**config.mk**
```make
export PLATFORM = sky130hd
export DESIGN_NAME = spc_front_flat
export DESIGN_NICKNAME = d
export VERILOG_FILES = /design/src/hw/rtl/spc_pkg.sv /design/src/hw/rtl/spc_if.sv /design/src/hw/rtl/spc_front.sv /design/src/flat_wrapper.sv
export SDC_FILE = /design/constraint.sdc
export NUM_CORES = 1
export LEC_CHECK = 0
export ABC_AREA = 1
export BUFFER_PORTS_ARGS = -buffer_cell sky130_fd_sc_hd__buf_2
export CAP_MARGIN = 40
export CORE_AREA = 8 8 130 132
export DETAILED_ROUTE_END_ITERATION = 7
export DIE_AREA = 0 0 138 140
export GPL_ROUTABILITY_DRIVEN = 1
export PLACE_DENSITY = 0.4
export SYNTH_ARGS = -nofsm -noshare
export SYNTH_HDL_FRONTEND = slang
export SYNTH_SLANG_ARGS = --single-unit
```
**constraint.sdc**
```tcl
create_clock -name vclk -period 1.7
set_input_delay 0.17 -clock vclk [all_inputs]
set_output_delay 0.17 -clock vclk [all_outputs]
set_load 0.01 [all_outputs]
```
**src/hw/rtl/spc_pkg.sv**
```systemverilog
// ---------------------------------------------------------------------------
// spc_pkg
// Shared types, constants and saturation helpers of the pixel calibration core.
// ---------------------------------------------------------------------------
package spc_pkg;

   localparam int VAL_W     = 48;
   localparam int RAW_W     = 16;
   localparam int CNT_W     = 32;
   localparam int CSR_IDX_W = 3;

   localparam logic signed [VAL_W-1:0] VAL_MAX   = 48'sh7FFF_FFFF_FFFF;
   localparam logic signed [VAL_W-1:0] VAL_MIN   = 48'sh8000_0000_0000;
   localparam logic signed [RAW_W-1:0] BYTE_FILL = -16'sd128;
   localparam logic [CNT_W-1:0]        CNT_MAX   = 32'hFFFF_FFFF;
   localparam logic [31:0]             LN2_Q32   = 32'd2977044472;

   typedef enum logic [CSR_IDX_W-1:0] {
      CSR_MODE       = 3'd0,
      CSR_FILL_CODE  = 3'd1,
      CSR_SCALE      = 3'd2,
      CSR_OFFSET     = 3'd3,
      CSR_GAIN       = 3'd4,
      CSR_C2         = 3'd5,
      CSR_BAND_OFF   = 3'd6,
      CSR_BAND_SLOPE = 3'd7
   } spc_csr_type;

   typedef enum logic [1:0] {
      MODE_BYTE   = 2'd0,
      MODE_SCALED = 2'd1,
      MODE_REFL   = 2'd2,
      MODE_THERM  = 2'd3
   } spc_mode_type;

   typedef struct packed {
      spc_mode_type            mode;
      logic signed [RAW_W-1:0] fill_code;
      logic signed [VAL_W-1:0] count_scale;
      logic signed [VAL_W-1:0] count_offset;
      logic signed [VAL_W-1:0] gain_or_first_planck;
      logic signed [VAL_W-1:0] second_planck;
      logic signed [VAL_W-1:0] band_offset;
      logic signed [VAL_W-1:0] band_slope;
   } spc_cfg_type;

   // classified pixel: raw holds the signed count, or the final byte value
   typedef struct packed {
      spc_mode_type            mode;
      logic                    fill;
      logic                    first;
      logic signed [RAW_W-1:0] raw;
   } spc_item_type;

   function automatic logic signed [VAL_W-1:0] sat48(input logic signed [79:0] v);
      logic signed [VAL_W-1:0] r;
      if (v > 80'(VAL_MAX)) r = VAL_MAX;
      else if (v < 80'(VAL_MIN)) r = VAL_MIN;
      else r = v[VAL_W-1:0];
      return r;
   endfunction

   function automatic logic [VAL_W-1:0] mag48(input logic signed [VAL_W-1:0] v);
      logic [VAL_W-1:0] r;
      if (v[VAL_W-1]) r = 48'(48'd0 - v);
      else r = v;
      return r;
   endfunction

   // signed, saturated value from a magnitude and a sign
   function automatic logic signed [VAL_W-1:0] from_mag(input logic [95:0] m, input logic neg);
      logic signed [VAL_W-1:0] r;
      if (neg) begin
         if (m > 96'(48'h8000_0000_0000)) r = VAL_MIN;
         else r = 48'(48'd0 - m[VAL_W-1:0]);
      end else begin
         if (m > 96'(48'h7FFF_FFFF_FFFF)) r = VAL_MAX;
         else r = m[VAL_W-1:0];
      end
      return r;
   endfunction

endpackage

```
**src/hw/rtl/spc_if.sv**
```systemverilog
// ---------------------------------------------------------------------------
// spc_if
// Request and response channels of the pixel calibration core.
// ---------------------------------------------------------------------------
interface spc_req_if;
   import spc_pkg::*;
   logic                    valid;
   logic                    ready;
   logic signed [RAW_W-1:0] raw_count;
   logic                    first_of_image;
   modport source (output valid, raw_count, first_of_image, input ready);
   modport sink (input valid, raw_count, first_of_image, output ready);
endinterface


```
**src/hw/rtl/spc_front.sv**
```systemverilog
// ---------------------------------------------------------------------------
// spc_front
// Accepts requests, detects fill pixels and extracts the count for the queue.
// ---------------------------------------------------------------------------
module spc_front #(
   parameter int RAW_WIDTH = 16
) (
   spc_req_if.sink             req,
   input  spc_pkg::spc_cfg_type cfg,
   input  logic                q_full,
   output logic                q_push,
   output spc_pkg::spc_item_type q_item
);
   import spc_pkg::*;

   logic signed [RAW_WIDTH-1:0] raw_n;
   logic signed [RAW_WIDTH-1:0] fill_n;
   logic signed [7:0]           byte_v;
   logic                        byte_fill;
   logic                        word_fill;

   assign raw_n     = req.raw_count[RAW_WIDTH-1:0];
   assign fill_n    = cfg.fill_code[RAW_WIDTH-1:0];
   assign byte_v    = req.raw_count[7:0];
   assign byte_fill = (req.raw_count[7:0] == cfg.fill_code[7:0]);
   assign word_fill = (raw_n == fill_n);

   assign req.ready = !q_full;
   assign q_push    = req.valid && !q_full;

   always_comb begin
      q_item.mode  = cfg.mode;
      q_item.first = req.first_of_image;
      if (cfg.mode == MODE_BYTE) begin
         q_item.fill = byte_fill;
         q_item.raw  = byte_fill ? BYTE_FILL : RAW_W'(byte_v);
      end else begin
         q_item.fill = word_fill;
         q_item.raw  = RAW_W'(raw_n);
      end
   end

endmodule

```
**src/flat_wrapper.sv**
```systemverilog
// flat-port wrapper written by rule: the top's interface ports become plain ports
module spc_front_flat import spc_pkg::*;
#(
   parameter int RAW_WIDTH = 16
)
  (cfg, q_full, q_push, q_item, req_valid, req_raw_count, req_first_of_image, req_ready);
  spc_req_if req_i ();
  input  spc_pkg::spc_cfg_type cfg;
  input  logic q_full;
  output logic q_push;
  output spc_pkg::spc_item_type q_item;
  input wire logic [$bits(req_i.valid)-1:0] req_valid;
  input wire logic [$bits(req_i.raw_count)-1:0] req_raw_count;
  input wire logic [$bits(req_i.first_of_image)-1:0] req_first_of_image;
  output wire logic [$bits(req_i.ready)-1:0] req_ready;
  assign req_i.valid = req_valid;
  assign req_i.raw_count = req_raw_count;
  assign req_i.first_of_image = req_first_of_image;
  assign req_ready = req_i.ready;
  spc_front #(.RAW_WIDTH(RAW_WIDTH)) u_core (.req(req_i), .cfg(cfg), .q_full(q_full), .q_push(q_push), .q_item(q_item));
endmodule
```
==> run_results.csv <==
group,metric,value,unit
run_status,outcome,"finished, final reports clean",
global_routing,grt_pass1_wl,4.340,mm
critical_path,cp-start-kind,"input pin",
final_layout,seqCellArea,0,sq um
timing,setup_viol,0,
logic_synthesis,synth.distinct_cells,13,
timing,drv_slew,0,
route,wl,3.087,mm
logic_synthesis,yosysSeqAreaShare,0,%
route,via_per_inst,2.237,
die,start_util,3.830,%
logic_synthesis,synth_area_leaders,"nand2_1, inv_1, nor2_1, xor2_1, nand3_1",
critical_path,cp_cell_sequence,"buf_2, inv_1, nand2_1, nand2_1, nand2_1, nor2_1, nand3_4, nand2_1, inv_1, buf_2",
timing,hold_viol,0,
timing,fin_tns_setup,0,ns
timing,timing.fmax,678.8,MHz
critical_path,crit_arrival,1.30,ns
critical_path,slowest_stage,"nand3_4",
route,vias,821,
route,ant_nets,0,
power_and_ir_drop,power_switching,0.1157,mW
logic_synthesis,synth_top_area_share,33.63,%
final_layout,antennaDiodeCount,0,
die,dieHeight,140,um
placement,gp_congestion,0.6609,
die,fp.dieW,138,um
route,wl_per_cell,8.411,um
final_layout,fill_cells,1815,
critical_path,crit_top_cell,"nand2_1",
timing,max_slew_margin,79.65,%
logic_synthesis,synth_largest_area_cell,"nand2_1",
route,drt_pass1_iterations,4,
power_and_ir_drop,power.leakage,0.6446,nW
die,die_area,19320,sq um
placement,post-dp-hpwl,2.857,mm
die,ioPinCount,347,
final_layout,nets,506,
clock_tree,post_cts_buffers,0,
global_routing,grt_max_degree,18,
power_and_ir_drop,pwr-share-comb,100.0,%
timing,rsz0062_at_grt,"false",
critical_path,cp.required,1.53,ns
final_layout,fin_util,7.104,%
power_and_ir_drop,p_per_area,197.0,nW/um^2
critical_path,cp-end-kind,"output pin",
global_routing,grt_pass1_vias,798,
critical_path,cp.buffers_inverters,4,
global_routing,grt_util_all_layers,2.875,%
final_layout,final_cell_mix,"buf_2, nand2_1, inv_1",
final_layout,final_common_cell,"buf_2",
route,drc,0,
die,row_count,45,
critical_path,cp_max_fo,17,
critical_path,crit_family,"simple AND/OR/NAND/NOR gates",
power_and_ir_drop,p_int,0.09235,mW
timing,fin_crit_sh,86.66,%
global_routing,antenna_found_initial,0,
logic_synthesis,syn-cell-area,569.3,sq um
final_layout,flops_and_latches,0,
critical_path,cpPeakStageDelay,0.26,ns
logic_synthesis,avgSynthCellArea,4.518,sq um
final_layout,drive_gt1_share,34.08,%
placement,port_buffers,57,
power_and_ir_drop,swShare,55.61,%
clock_tree,cts_hold_buffers,0,
power_and_ir_drop,clockPowerShare,0,%
timing,fin_crit,1.473,ns
die,core,14860,sq um
power_and_ir_drop,irDropWorstVdd,45.35,uV
power_and_ir_drop,seq_power_share,0,%
hold_path,hold_path.class,"input pin to output pin",
global_routing,overflow,0,
logic_synthesis,ys_warn_count,0,
final_layout,clkbuf_count,0,
final_layout,syn2layout_area_growth,85.49,%
logic_synthesis,syn_nets,451,
logic_synthesis,netlist_instances,126,
critical_path,worstSetupPathType,"input pin to output pin",
timing,worst_pin_slew,0.3045,ns
route,drt_iter0_markers,22,
clock_tree,cts_resized,0,
run,maxCapViolCount,0,
## layout make-up
class                           instances  area (sq um)  area share [%]
Inverter                               31         116.4           11.02
Multi-Input combinational cell         91         419.2           39.69
Tap cell                              188         235.2           22.27
Timing Repair Buffer                   57         285.3           27.01
## per-stage QoR
stage / power [mW] / instances / hold slack [ns] / cell area [sq um] / setup slack [ns]
floorplan: 0.1096 / 126 / 0.3835 / 569.3 / 0.6308
global placement: 0.2140 / 367 / 0.3401 / 1056 / 0.1752
detailed placement: 0.2145 / 367 / 0.3401 / 1056 / 0.1937
CTS: 0.2154 / 367 / 0.3401 / 1056 / 0.1909
global route: 0.2373 / 367 / 0.3400 / 1056 / 0.02400
finish: 0.2080 / 367 / 0.3400 / 1056 / 0.2267
## synthesized netlist by cell type
master,instances
nand3_1,8
nand2_1,51
buf_4,3
nor2_1,18
nand3_4,1
xor2_1,5
nor2_2,2
inv_1,30
a21oi_1,1
buf_6,1
nand2_2,1
xnor2_1,4
clkinv_1,1
## path summary, 6_finish.rpt
check / startpoint / end / depth (start not counted)
max: req_raw_count[1] / q_item[5] / 10
min: req_first_of_image / q_item[16] / 0
## per-layer routing
metal | part of all wire (%) | up-vias | track usage [%] | wire [um]
li1 | - | 461 | - | -
met2 | 42 | 29 | 4.504 | 1300
met3 | 2.9 | 0 | 0.3043 | 88
met4 | 0 | 0 | 0 | 0
met5 | 0 | - | 0 | 0
met1 | 55 | 331 | 4.321 | 1698
## kinds of logic after synthesis
| logic type | count (synthesis) | synth area share (%) |
|---|---|---|
| compound gates | 1 | 0.8783 |
| xor+xnor | 9 | 13.85 |
| simple gates | 81 | 58.90 |
| buf+inv | 35 | 26.37 |
## power by group through the flow
stage | sequential [mW] | combinational [mW] | clock (mW)
2_1_floorplan | 0 | 0.110 | 0
3_3_place_gp | 0 | 0.214 | 0
5_1_grt | 0 | 0.237 | 0
4_1_cts | 0 | 0.215 | 0
6_report | 0 | 0.208 | 0
3_5_place_dp | 0 | 0.214 | 0
No activity file was read; power rests on OpenSTA's default activity.
