`config.mk`:
```
export PLATFORM = sky130hd
export DESIGN_NAME = spc_fifo
export DESIGN_NICKNAME = d
export VERILOG_FILES = /design/src/hw/rtl/spc_pkg.sv /design/src/hw/rtl/spc_fifo.sv
export SDC_FILE = /design/constraint.sdc
export NUM_CORES = 1
export LEC_CHECK = 0
export BUFFER_PORTS_ARGS = -buffer_cell sky130_fd_sc_hd__buf_2
export CAP_MARGIN = 20
export CORE_MARGIN = 2
export CORE_UTILIZATION = 49
export CTS_CLUSTER_DIAMETER = 200
export CTS_CLUSTER_SIZE = 40
export DETAILED_ROUTE_END_ITERATION = 7
export GPL_ROUTABILITY_DRIVEN = 1
export PLACE_DENSITY = 0.74
export SYNTH_ARGS = -nofsm -noshare
export SYNTH_HDL_FRONTEND = slang
export SYNTH_SLANG_ARGS = --single-unit
```
`constraint.sdc`:
```
create_clock -name clock -period 2.6 [get_ports clock]
set_input_delay 0.13 -clock clock [delete_from_list [all_inputs] [get_ports clock]]
set_output_delay 0.13 -clock clock [all_outputs]
set_load 0.005 [all_outputs]
```
`src/hw/rtl/spc_pkg.sv`:
```
// ---------------------------------------------------------------------------
// spc_pkg
// Shared types, constants and saturation helpers of the pixel calibration core.
// ---------------------------------------------------------------------------
package spc_pkg;

   localparam int VAL_W     = 48;
   localparam int RAW_W     = 16;
   localparam int CNT_W     = 32;
   localparam int CSR_IDX_W = 3;

   localparam logic signed [VAL_W-1:0] VAL_MAX   = 48'sh7FFF_FFFF_FFFF;
   localparam logic signed [VAL_W-1:0] VAL_MIN   = 48'sh8000_0000_0000;
   localparam logic signed [RAW_W-1:0] BYTE_FILL = -16'sd128;
   localparam logic [CNT_W-1:0]        CNT_MAX   = 32'hFFFF_FFFF;
   localparam logic [31:0]             LN2_Q32   = 32'd2977044472;

   typedef enum logic [CSR_IDX_W-1:0] {
      CSR_MODE       = 3'd0,
      CSR_FILL_CODE  = 3'd1,
      CSR_SCALE      = 3'd2,
      CSR_OFFSET     = 3'd3,
      CSR_GAIN       = 3'd4,
      CSR_C2         = 3'd5,
      CSR_BAND_OFF   = 3'd6,
      CSR_BAND_SLOPE = 3'd7
   } spc_csr_type;

   typedef enum logic [1:0] {
      MODE_BYTE   = 2'd0,
      MODE_SCALED = 2'd1,
      MODE_REFL   = 2'd2,
      MODE_THERM  = 2'd3
   } spc_mode_type;

   typedef struct packed {
      spc_mode_type            mode;
      logic signed [RAW_W-1:0] fill_code;
      logic signed [VAL_W-1:0] count_scale;
      logic signed [VAL_W-1:0] count_offset;
      logic signed [VAL_W-1:0] gain_or_first_planck;
      logic signed [VAL_W-1:0] second_planck;
      logic signed [VAL_W-1:0] band_offset;
      logic signed [VAL_W-1:0] band_slope;
   } spc_cfg_type;

   // classified pixel: raw holds the signed count, or the final byte value
   typedef struct packed {
      spc_mode_type            mode;
      logic                    fill;
      logic                    first;
      logic signed [RAW_W-1:0] raw;
   } spc_item_type;

   function automatic logic signed [VAL_W-1:0] sat48(input logic signed [79:0] v);
      logic signed [VAL_W-1:0] r;
      if (v > 80'(VAL_MAX)) r = VAL_MAX;
      else if (v < 80'(VAL_MIN)) r = VAL_MIN;
      else r = v[VAL_W-1:0];
      return r;
   endfunction

   function automatic logic [VAL_W-1:0] mag48(input logic signed [VAL_W-1:0] v);
      logic [VAL_W-1:0] r;
      if (v[VAL_W-1]) r = 48'(48'd0 - v);
      else r = v;
      return r;
   endfunction

   // signed, saturated value from a magnitude and a sign
   function automatic logic signed [VAL_W-1:0] from_mag(input logic [95:0] m, input logic neg);
      logic signed [VAL_W-1:0] r;
      if (neg) begin
         if (m > 96'(48'h8000_0000_0000)) r = VAL_MIN;
         else r = 48'(48'd0 - m[VAL_W-1:0]);
      end else begin
         if (m > 96'(48'h7FFF_FFFF_FFFF)) r = VAL_MAX;
         else r = m[VAL_W-1:0];
      end
      return r;
   endfunction

endpackage

```
`src/hw/rtl/spc_fifo.sv`:
```
// ---------------------------------------------------------------------------
// spc_fifo
// Two-entry queue of classified pixels between front and back.
// ---------------------------------------------------------------------------
module spc_fifo (
   input  logic                  clock,
   input  logic                  reset,
   input  logic                  push,
   input  spc_pkg::spc_item_type push_item,
   output logic                  full,
   input  logic                  pop,
   output logic                  empty,
   output spc_pkg::spc_item_type pop_item
);
   import spc_pkg::*;

   localparam int DEPTH = 2;
   localparam int PTR_W = $clog2(DEPTH);

   spc_item_type     mem_ff [DEPTH];
   logic [PTR_W-1:0] wr_ff, wr_in;
   logic [PTR_W-1:0] rd_ff, rd_in;
   logic [PTR_W:0]   cnt_ff, cnt_in;

   assign full     = (cnt_ff == (PTR_W+1)'(DEPTH));
   assign empty    = (cnt_ff == '0);
   assign pop_item = mem_ff[rd_ff];

   always_comb begin
      wr_in  = push ? wr_ff + 1'b1 : wr_ff;
      rd_in  = pop ? rd_ff + 1'b1 : rd_ff;
      cnt_in = cnt_ff + (PTR_W+1)'(push) - (PTR_W+1)'(pop);
   end

   always_ff @(posedge clock) begin
      if (reset) begin
         wr_ff  <= '0;
         rd_ff  <= '0;
         cnt_ff <= '0;
      end else begin
         wr_ff  <= wr_in;
         rd_ff  <= rd_in;
         cnt_ff <= cnt_in;
      end
   end

   always_ff @(posedge clock) begin
      if (push) begin
         mem_ff[wr_ff] <= push_item;
      end
   end

   a_no_overflow: assert property (@(posedge clock) disable iff (reset) push |-> !full)
      else $error("queue written while full");

   a_no_underflow: assert property (@(posedge clock) disable iff (reset) pop |-> !empty)
      else $error("queue read while empty");

endmodule

```
==> summary.md, run 1 <==
| Metric | Value |
|---|---|
| Outcome | finished clean |
| Post-layout util | 66.2% |
| Initial antenna violation count | 0 |
| Die Area | 3880 um2 |
| Fin Hold WS | 0.0946 ns |
| Via Count | 920 |
| Flop pwr share | 64.6% |
| Min-delay src | pop |
| P_sw | 0.283 mW |
| Unrepaired setup endpoints after global routing | false |
| Tot Pwr | 1.34 mW |
| Cts bufs inserted | 5 |
| Post-synthesis average cell area | 20.1 um2 |
| ANT nets after route | 0 |
| Core footprint | 3310 um2 |
| Nets | approximately 180 |
| Setup TNS | 0 ns |
| Sw frac | 21.0% |
| PwrDens | between 600 and 700 nW/um2 |
| Most common cell in the netlist | edfxtp_1 |
| Synth unique cells | 11 |
| Die width | just over 60 um |
| Top post-synthesis cells by area | edfxtp_1 (72%), mux2_2 (14%), dfxtp_1 (6.0%) |
| Clk slew on worst S/H paths | approximately 0.10 ns |
| Die Y | 62.3 um |
| DR WL/cell | roughly 13 um |
| Clk pwr share | roughly a fifth |
| Vias in the first global route | around 950 |
| Post-DP HPWL | 1800 um |
| Post-route setup slack | ~0.7 ns |
| Worst hold path type | input pin to flip-flop |
| Maximum clock path buffer count | 2 |
| Syn. warnings | 0 |
| Detailed-route wire length | ~2700 um |
| Post-synth top flop | edfxtp_1 |
| Worst slack, placed | 1.02 ns |
| Post-layout min period | approximately 1.9 ns |
| Async set-reset flop share out of synthesis | 0% |
| Mapped cell area | 1670 um2 |
| Fmax | 527 MHz |
| Seq cells post-synth | 45 |
| Worst-path fanout max | 20 |
| CTS tree | done |
| Top post-synthesis cells by count | edfxtp_1 (40), mux2_2 (20), dfxtp_1 (5), nor2_1 (5), nor2b_1 (3) |
| Clk sink count | 45 |
| Synth area leader | edfxtp_1 |
| Vias per inst | 4.58 |
| DR iter-0 viols | 26 |
| Slew HR | approximately two fifths |
| Slowest cell on the critical path | dfxtp_1 |
| Number of diodes | 0 |
| Root Buffer | clkbuf_4 |
| Syn Nets | 109 |
| Arrival time at the worst endpoint | 1.77 ns |
| CTS resizes | 0 |
| Post-Syn Instances | 83 |
| CP startpoint kind | flip-flop |
| Gr ovfl total | 0 |
| Tightest Pin Transition | 0.926 ns |
| Drt first pass iters | 4 |
| Power share of the combinational group | roughly 15% |
| Initial Util | between 50 and 60% |
| GRT Total Usage | roughly 15% |
| Seq/Total Area, Yosys | about four fifths |
| Internal Power | 1.06 mW |
| R2r startpoint | wr_ff |
| RePlAce Congestion | 0.664 |
| P&R area growth vs syn | 31.6% |
| First-pass GRT wire length | between 4000 and 5000 um |
| Final Hold Violating Endpoints | 0 |
| Insertion delay to the later sink of the worst-skew pair | 0.33 ns |
| Required @ worst endpoint | roughly 2.5 ns |
| CP endpoint kind | output pin |
| WS Path Type | flip-flop to output pin |
| Share of post-route cells with drive strength above 1 | 46.5% |
| Max Slew Vio Count | 0 |
| Worst clock skew | 0.00623 ns |
| Drt drc | 0 |
| Post-synth top area share | approximately 70% |
| Max-cap violation count | 0 |
| Core Rows | 21 |
| Pleak | 0.848 nW |
| Post-synth EDFFs | 40 |
| VDD IR max | between 0.3 and 0.4 mV |
| Largest net degree at the start of global routing | 21 |
| Setup violators final | 0 |
| Critical path, cell by cell | mux2_2 -> buf_2 |
| # port buffers | 45 |
| IO Pins | between 40 and 50 |
| CP peak stage delay | slightly below 0.9 ns |
| Part of the cycle the worst path needs | roughly 73% |
| CTS H-tree depth | 2 |
area by class of cell:
cell class / count / area, um2
Fill cell: 256 / 1120
Multi-Input combinational cell: 34 / 337
Inverter: 2 / 7.51
Tap cell: 46 / 57.6
Timing Repair Buffer: 67 / 443
Clock inverter: 1 / 3.75
Clock buffer: 6 / 41.3
Sequential cell: 45 / 1300
state kept, by name, indices dropped and copies added, names as in the netlist, named ones only:
| name | count |
|---|---|
| wr_ff | 1 |
| rd_ff | 1 |
| cnt_ff | 2 |
| mem_ff | 40 |
repair_timing:
action | 4_1_cts | 5_1_grt
hold buffers | 21 | 0
setup buffers | 0 | 0
endpoints found under the hold margin | 41 | 0
cell usage in the layout (no fill, tap or decap):
cell,n
nor2_1,5
nor2b_2,1
xnor3_1,1
buf_2,45
edfxtp_1,40
nor2b_1,2
and2_1,1
clkbuf_1,1
clkbuf_4,5
dlygate4sd3_1,21
inv_1,2
mux2_2,20
dfxtp_1,5
buf_4,1
clkinv_1,1
ha_1,2
xnor2_1,2
metrics by stage:
step,cell area [um2],instances
floorplan,1670,83
global placement,1940,173
detailed placement,1940,173
CTS,2190,201
global route,2190,201
finish,2190,201
cell families (layout without fill, tap and decap cells):
logic type               count (synthesis)  after routing  share of synthesized area (%)
buffers and inverters                    4             76                           1.80
multiplexers                            20             20                           13.5
AND/OR/NAND/NOR                          9              9                           2.63
adder cells (fa/ha/maj)                  2              2                           1.50
flip-flops                              45             45                           78.1
XOR/XNOR                                 3              3                           2.40
routing by layer:
layer / GRT usage, % / up-vias / share of wire, %
li1: - / 453 / -
met1: 14.7 / 442 / 38
met2: 27.6 / 20 / 57
met3: 3.99 / 5 / 3.6
met4: 6.67 / 0 / 1.4
met5: 0 / - / 0
worst max-delay path, delay by kind of cell, from the launching register on:
| kind | cells | cell delay (ns) |
|---|---|---|
| buf+inv | 1 | 0.13 |
| flops | 1 | 0.89 |
| mux | 1 | 0.42 |
power by group through the flow:
stage / sequential (mW) / combinational, mW / clock (mW)
after CTS: 0.870 / 0.199 / 0.292
after global routing: 0.875 / 0.216 / 0.323
after detailed placement: 0.887 / 0.174 / 0
after floorplan: 0.871 / 0.110 / 0
after global placement: 0.882 / 0.167 / 0
final: 0.869 / 0.197 / 0.279
worst paths after layout:
check                                     to  depth (start not counted)  slack [ns]
worst max-delay path             pop_item[3]                          2        0.70
worst min-delay path               flip-flop                          3        0.09
worst max register to register  mem_ff[1][0]                          1        1.09
worst min register to register     flip-flop                          2        0.54
Note: power is estimated with default switching activity, not from simulation.
==> inputs of run 2 (changes only) <==
--- a/config.mk
+++ b/config.mk
@@ -5,15 +5,16 @@
 export SDC_FILE = /design/constraint.sdc
 export NUM_CORES = 1
 export LEC_CHECK = 0
+export ABC_AREA = 1
 export BUFFER_PORTS_ARGS = -buffer_cell sky130_fd_sc_hd__buf_2
 export CAP_MARGIN = 20
 export CORE_MARGIN = 2
-export CORE_UTILIZATION = 49
+export CORE_UTILIZATION = 46
 export CTS_CLUSTER_DIAMETER = 200
 export CTS_CLUSTER_SIZE = 40
 export DETAILED_ROUTE_END_ITERATION = 7
 export GPL_ROUTABILITY_DRIVEN = 1
-export PLACE_DENSITY = 0.74
+export PLACE_DENSITY = 0.72
 export SYNTH_ARGS = -nofsm -noshare
 export SYNTH_HDL_FRONTEND = slang
 export SYNTH_SLANG_ARGS = --single-unit
==> constraint.sdc (replaced) <==
create_clock -name clock -period 1.63 [get_ports clock]
set_input_delay 0.0815 -clock clock [delete_from_list [all_inputs] [get_ports clock]]
set_output_delay 0.0815 -clock clock [all_outputs]
set_load 0.005 [all_outputs]
==> summary.md, run 2 <==
| Metric | Value |
|---|---|
| Tightest Pin Transition | between 0.2 and 0.25 ns |
| Drt first pass iters | 3 |
| Synth area leader | edfxtp_1 |
| Top Registers | mem_ff: 40 flops, cnt_ff: 2 flops |
| Required @ worst endpoint | ~1.6 ns |
| CP startpoint kind | flip-flop |
| Seq cells post-synth | between 40 and 50 |
| Most common cell in the netlist | edfxtp_1 |
| Fmax | 707 MHz |
| Vias per inst | 4.60 |
| Arrival time at the worst endpoint | approximately 1.3 ns |
| ANT nets after route | 0 |
| Gr ovfl total | 0 |
| Post-synth EDFFs | 40 |
| Drt drc | 0 |
| Worst hold path type | input pin to flip-flop |
| Async set-reset flop share out of synthesis | 0% |
| Post-synth top flop | edfxtp_1 |
| Root Buffer | clkbuf_8 |
| Post-synth top area share | between 60% and 70% |
| Die Area | between 4000 and 5000 um2 |
| Maximum clock path buffer count | 2 |
| CTS tree | done |
| Max reg flops | 40 |
| Initial Util | 47.7% |
| Via Count | about 1000 |
| # port buffers | 45 |
| VDD IR max | ~0.67 mV |
| Post-Syn Instances | 93 |
| Worst clock skew | 0.00283 ns |
| Max Slew Vio Count | 0 |
| Met3 routed WL | 146 um |
| Worst-path fanout max | 12 |
| RePlAce Congestion | 0.624 |
| DR iter-0 viols | 37 |
| CTS H-tree depth | 2 |
| Share of post-route cells with drive strength above 1 | 45.6% |
| PwrDens | 996 nW/um2 |
| IO Pins | 46 |
| Die Y | 65.6 um |
| Syn Nets | 119 |
| Post-DP HPWL | 2010 um |
| Pleak | 0.982 nW |
| Vias in the first global route | 1026 |
| Mapped cell area | 1750 um2 |
| P&R area growth vs syn | 34.3% |
| Reg-to-reg setup timing slack | 0.26 ns |
| Core Rows | 22 |
| Worst R2R Path Depth | 8 |
| CP endpoint kind | output pin |
| Post-synthesis average cell area | around 19 um2 |
| Outcome | finished clean |
| Nets | 194 |
| Core footprint | around 3700 um2 |
| Insertion delay to the later sink of the worst-skew pair | 0.28 ns |
| Cts bufs inserted | 5 |
| Reg2reg end | cnt_ff[1] |
| Clk slew on worst S/H paths | 0.07 ns |
| Setup violators final | 0 |
| Number of diodes | 0 |
| Synth unique cells | 12 |
| Largest Register | mem_ff |
| Clk sink count | 45 |
| CP endpoint | pop_item[7] |
| Post-layout min period | 1.41 ns |
| Post-CTS setup buffers | 0 |
| M1 WL | 1070 um |
| Detailed-route wire length | 2750 um |
| Setup TNS | 0 ns |
| GRT Total Usage | 14.4% |
| Top post-synthesis cells by count | edfxtp_1 (40), mux2_4 (20), inv_1 (8), nor2_1 (8), dfxtp_1 (5) |
| Die width | 65.6 um |
| Commonest non-fill, non-tap cell in the layout | buf_2 |
| First-pass GRT wire length | between 4000 and 5000 um |
| Initial antenna violation count | 0 |
| Final Hold Violating Endpoints | 0 |
| Largest net degree at the start of global routing | 18 |
| Max-cap violation count | 0 |
| Most frequent cells in the layout | buf_2 (45), edfxtp_1 (40), mux2_4 (20), dlygate4sd3_1 (20), inv_1 (8) |
| DR WL met2 | 1490 um |
| Syn. warnings | 0 |
| Unrepaired setup endpoints after global routing | false |
| Part of the cycle the worst path needs | 86.8% |
| Top post-synthesis cells by area | edfxtp_1 (69%), mux2_4 (17%), dfxtp_1 (5.7%) |
| DR WL/cell | 12.7 um |
| WS Path Type | flip-flop to output pin |
| Uppermost layer routed | met4 |
| Tot Pwr | roughly 2.3 mW |
| R2r startpoint | cnt_ff[0] |
| Slew HR | 83.9% |
| Seq/Total Area, Yosys | 74.4% |
## run 2: cell count changes after synthesis, sizes merged, moves of 3 or more
cell,change
inv,+6
nand2,+4
nor2b,-3
nor2,+3
## run 2: critical path, cell delays in order, from the launching register on
cell	delay [ns]
dfxtp_1	0.34
buf_4	0.26
mux2_4	0.32
buf_2	0.14
## run 2: worst min-delay path by stage
stage,startpoint,endpoint,depth (start not counted),slack [ns]
after floorplan,reset,cnt_ff[0],1,0.15
after global placement,push_item[19],mem_ff[0][19],1,0.27
after detailed placement,push_item[4],mem_ff[1][4],1,0.27
after CTS,reset,cnt_ff[0],2,0.01
after global routing,reset,cnt_ff[0],2,0.02
final,reset,cnt_ff[0],2,0.01
## run 2: metrics by stage
step | setup slack, ns | hold WS [ns] | std cells | util (%) | cell area (um2)
2_1_floorplan | 0.0506 | 0.153 | 93 | - | 1750
3_3_place_gp | 0.421 | 0.270 | 189 | 56.4 | 2060
3_5_place_dp | 0.273 | 0.274 | 189 | 56.4 | 2060
4_1_cts | 0.194 | 0.00954 | 217 | 64.1 | 2350
5_1_grt | 0.147 | 0.0185 | 217 | 64.1 | 2350
6_report | 0.215 | 0.0131 | 217 | 64.1 | 2350
## run 2: final cells by class
type                            count  area [um2]
Clock buffer                        7        76.3
Multi-Input combinational cell     38         397
Inverter                            8        30.0
Timing Repair Buffer               70         475
Clock inverter                      1        7.51
Tap cell                           48        60.1
Fill cell                         280        1310
Sequential cell                    45        1300
## run 2: cells by family after synthesis
group                      count (synthesis)  share of synthesized area, %
DFF                                       45                          74.4
AOI/OAI and AO/OA                          1                         0.286
muxes                                     20                          17.2
adders and majority gates                  2                          1.43
buffers and inverters                     10                          3.01
xor gates and xnor gates                   1                         0.501
and+or+nand+nor                           14                          3.15
## run 2: routing by layer
metal,track usage (%),vias to the layer above
met5,0,-
met4,6.77,0
met2,25.6,31
li1,-,489
met1,15.3,472
met3,4.45,7
## run 2: power breakdown
group	internal [mW]	leakage (nW)	switching (mW)
sequential	1.33	0.417	0.0235
clock	0.303	0.0385	0.327
combinational	0.208	0.526	0.147
## run 2: repair_timing
item	4_1_cts	5_1_grt
hold buffers	20	0
gates resized for setup	0	0
hold endpoints to repair	40	0
==> inputs of run 3 (changes only) <==
--- a/config.mk
+++ b/config.mk
@@ -14,6 +14,7 @@
 export CTS_CLUSTER_SIZE = 40
 export DETAILED_ROUTE_END_ITERATION = 7
 export GPL_ROUTABILITY_DRIVEN = 1
+export MAX_ROUTING_LAYER = met4
 export PLACE_DENSITY = 0.72
 export SYNTH_ARGS = -nofsm -noshare
 export SYNTH_HDL_FRONTEND = slang
==> summary.md, run 3 (synthesized netlist as in run 2, its figures left out) <==
| Metric | Value |
|---|---|
| WS Path Type | flip-flop to output pin |
| Share of post-route cells with drive strength above 1 | 45.6% |
| Initial Util | 47.7% |
| Unrepaired setup endpoints after global routing | false |
| Top Registers | mem_ff: 40 flops, cnt_ff: 2 flops |
| Final std cells w/o fill | roughly 220 |
| Clk slew on worst S/H paths | 0.07 ns |
| Slowest cell on the critical path | dfxtp_1 |
| Vias in the first global route | 1026 |
| Core Rows | 22 |
| Drt drc | 0 |
| Max-cap violation count | 0 |
| Post-CTS setup buffers | 0 |
| Part of the cycle the worst path needs | 86.8% |
| Arrival time at the worst endpoint | around 1.3 ns |
| RePlAce Congestion | between 0.6 and 0.7 |
| Die Area | 4310 um2 |
| Setup TNS | 0 ns |
| Setup violators final | 0 |
| VDD IR max | 0.670 mV |
| Worst-path fanout max | 12 |
| CP peak stage delay | roughly 0.34 ns |
| Fillers | 280 |
| Via Count | between 900 and 1k |
| First-pass GRT wire length | 4430 um |
| Number of diodes | 0 |
| Nets | 194 |
| GRT Total Usage | 14.6% |
| Gr ovfl total | 0 |
| Worst clock skew | 0.00278 ns |
| Max reg flops | 40 |
| Commonest non-fill, non-tap cell in the layout | buf_2 |
| # port buffers | 45 |
| Initial antenna violation count | 0 |
| Pleak | 0.982 nW |
| Vias per inst | about 4.6 |
| Post-layout min period | 1.41 ns |
| CP endpoint kind | output pin |
| Required @ worst endpoint | roughly 1.6 ns |
| P&R area growth vs syn | 34.3% |
| Post-DP HPWL | 2010 um |
| Fmax | 707 MHz |
| Root Buffer | clkbuf_8 |
| Die width | between 60 and 70 um |
| Maximum clock path buffer count | 2 |
| CTS tree | done |
| Tightest Pin Transition | 0.241 ns |
| Largest net degree at the start of global routing | 18 |
| Most frequent cells in the layout | buf_2 (45), edfxtp_1 (40), mux2_4 (20), dlygate4sd3_1 (20), inv_1 (8) |
| DR WL/cell | 12.7 um |
| Outcome | finished clean |
| Worst hold path type | input pin to flip-flop |
| DR iter-0 viols | 35 |
| Placed Cells | around 190 |
| Critical path, cell by cell | buf_4 -> mux2_4 -> buf_2 |
| CTS H-tree depth | 2 |
| Insertion delay to the later sink of the worst-skew pair | 0.28 ns |
| Final Hold Violating Endpoints | 0 |
| CP startpoint kind | flip-flop |
| IO Pins | 46 |
| Drt first pass iters | 3 |
| Slew HR | 83.9% |
| PwrDens | 996 nW/um2 |
| Clk sink count | 45 |
| CP top delay family | buffers and inverters |
| Cts bufs inserted | 5 |
| Die Y | around 66 um |
| Detailed-route wire length | 2750 um |
| Crit path buf inv count | 2 |
| Max Slew Vio Count | 0 |
| ANT nets after route | 0 |
| Core footprint | 3660 um2 |
| Largest Register | mem_ff |
run 3: metal layers:
layer / wire length [um] / global-route usage (%) / vias to the layer above
met1: 1080 / 15.4 / 471
met5: 0 / - / -
li1: - / - / 489
met2: 1490 / 25.6 / 31
met3: 139 / 3.77 / 7
met4: 39 / 6.77 / 0
run 3: path summary, 6_finish.rpt:
| path | from | to | slack, ns | depth (start not counted) |
|---|---|---|---|---|
| worst min-delay path | reset | cnt_ff[0] | 0.01 | 2 |
| worst max-delay path | flip-flop | pop_item[7] | 0.22 | 3 |
| worst min register to register | rd_ff | rd_ff | 0.54 | 2 |
| worst max register to register | cnt_ff[0] | cnt_ff[1] | 0.26 | 8 |
run 3: through the flow:
stage	instance area (um2)	hold slack [ns]	total power, mW	setup slack (ns)	utilization [%]
3_3_place_gp	2060	0.270	1.68	0.421	56.4
2_1_floorplan	1750	0.153	1.56	0.0506	-
4_1_cts	2350	0.00954	2.36	0.194	64.1
6_report	2350	0.0135	2.34	0.215	64.1
3_5_place_dp	2060	0.274	1.70	0.273	56.4
5_1_grt	2350	0.0213	2.45	0.150	64.1
run 3: repair_timing:
item / CTS / global route
hold buffers: 20 / 0
hold endpoints to repair: 40 / 0
gates resized for setup: 0 / 0
run 3: final cells by class:
| type | count | area, um2 | share of cell area, % |
|---|---|---|---|
| clock buffer | 7 | 76.3 | 3.25 |
| clock inverter | 1 | 7.51 | 0.320 |
| inverter | 8 | 30.0 | 1.28 |
| multi-input combinational | 38 | 397 | 16.9 |
| sequential | 45 | 1300 | 55.4 |
| tap | 48 | 60.1 | 2.56 |
| timing repair buffer | 70 | 475 | 20.3 |
run 3: where the power goes:
group / internal, mW / switching (mW)
clock: 0.303 / 0.327
sequential: 1.33 / 0.0235
combinational: 0.208 / 0.147
total: 1.84 / 0.498
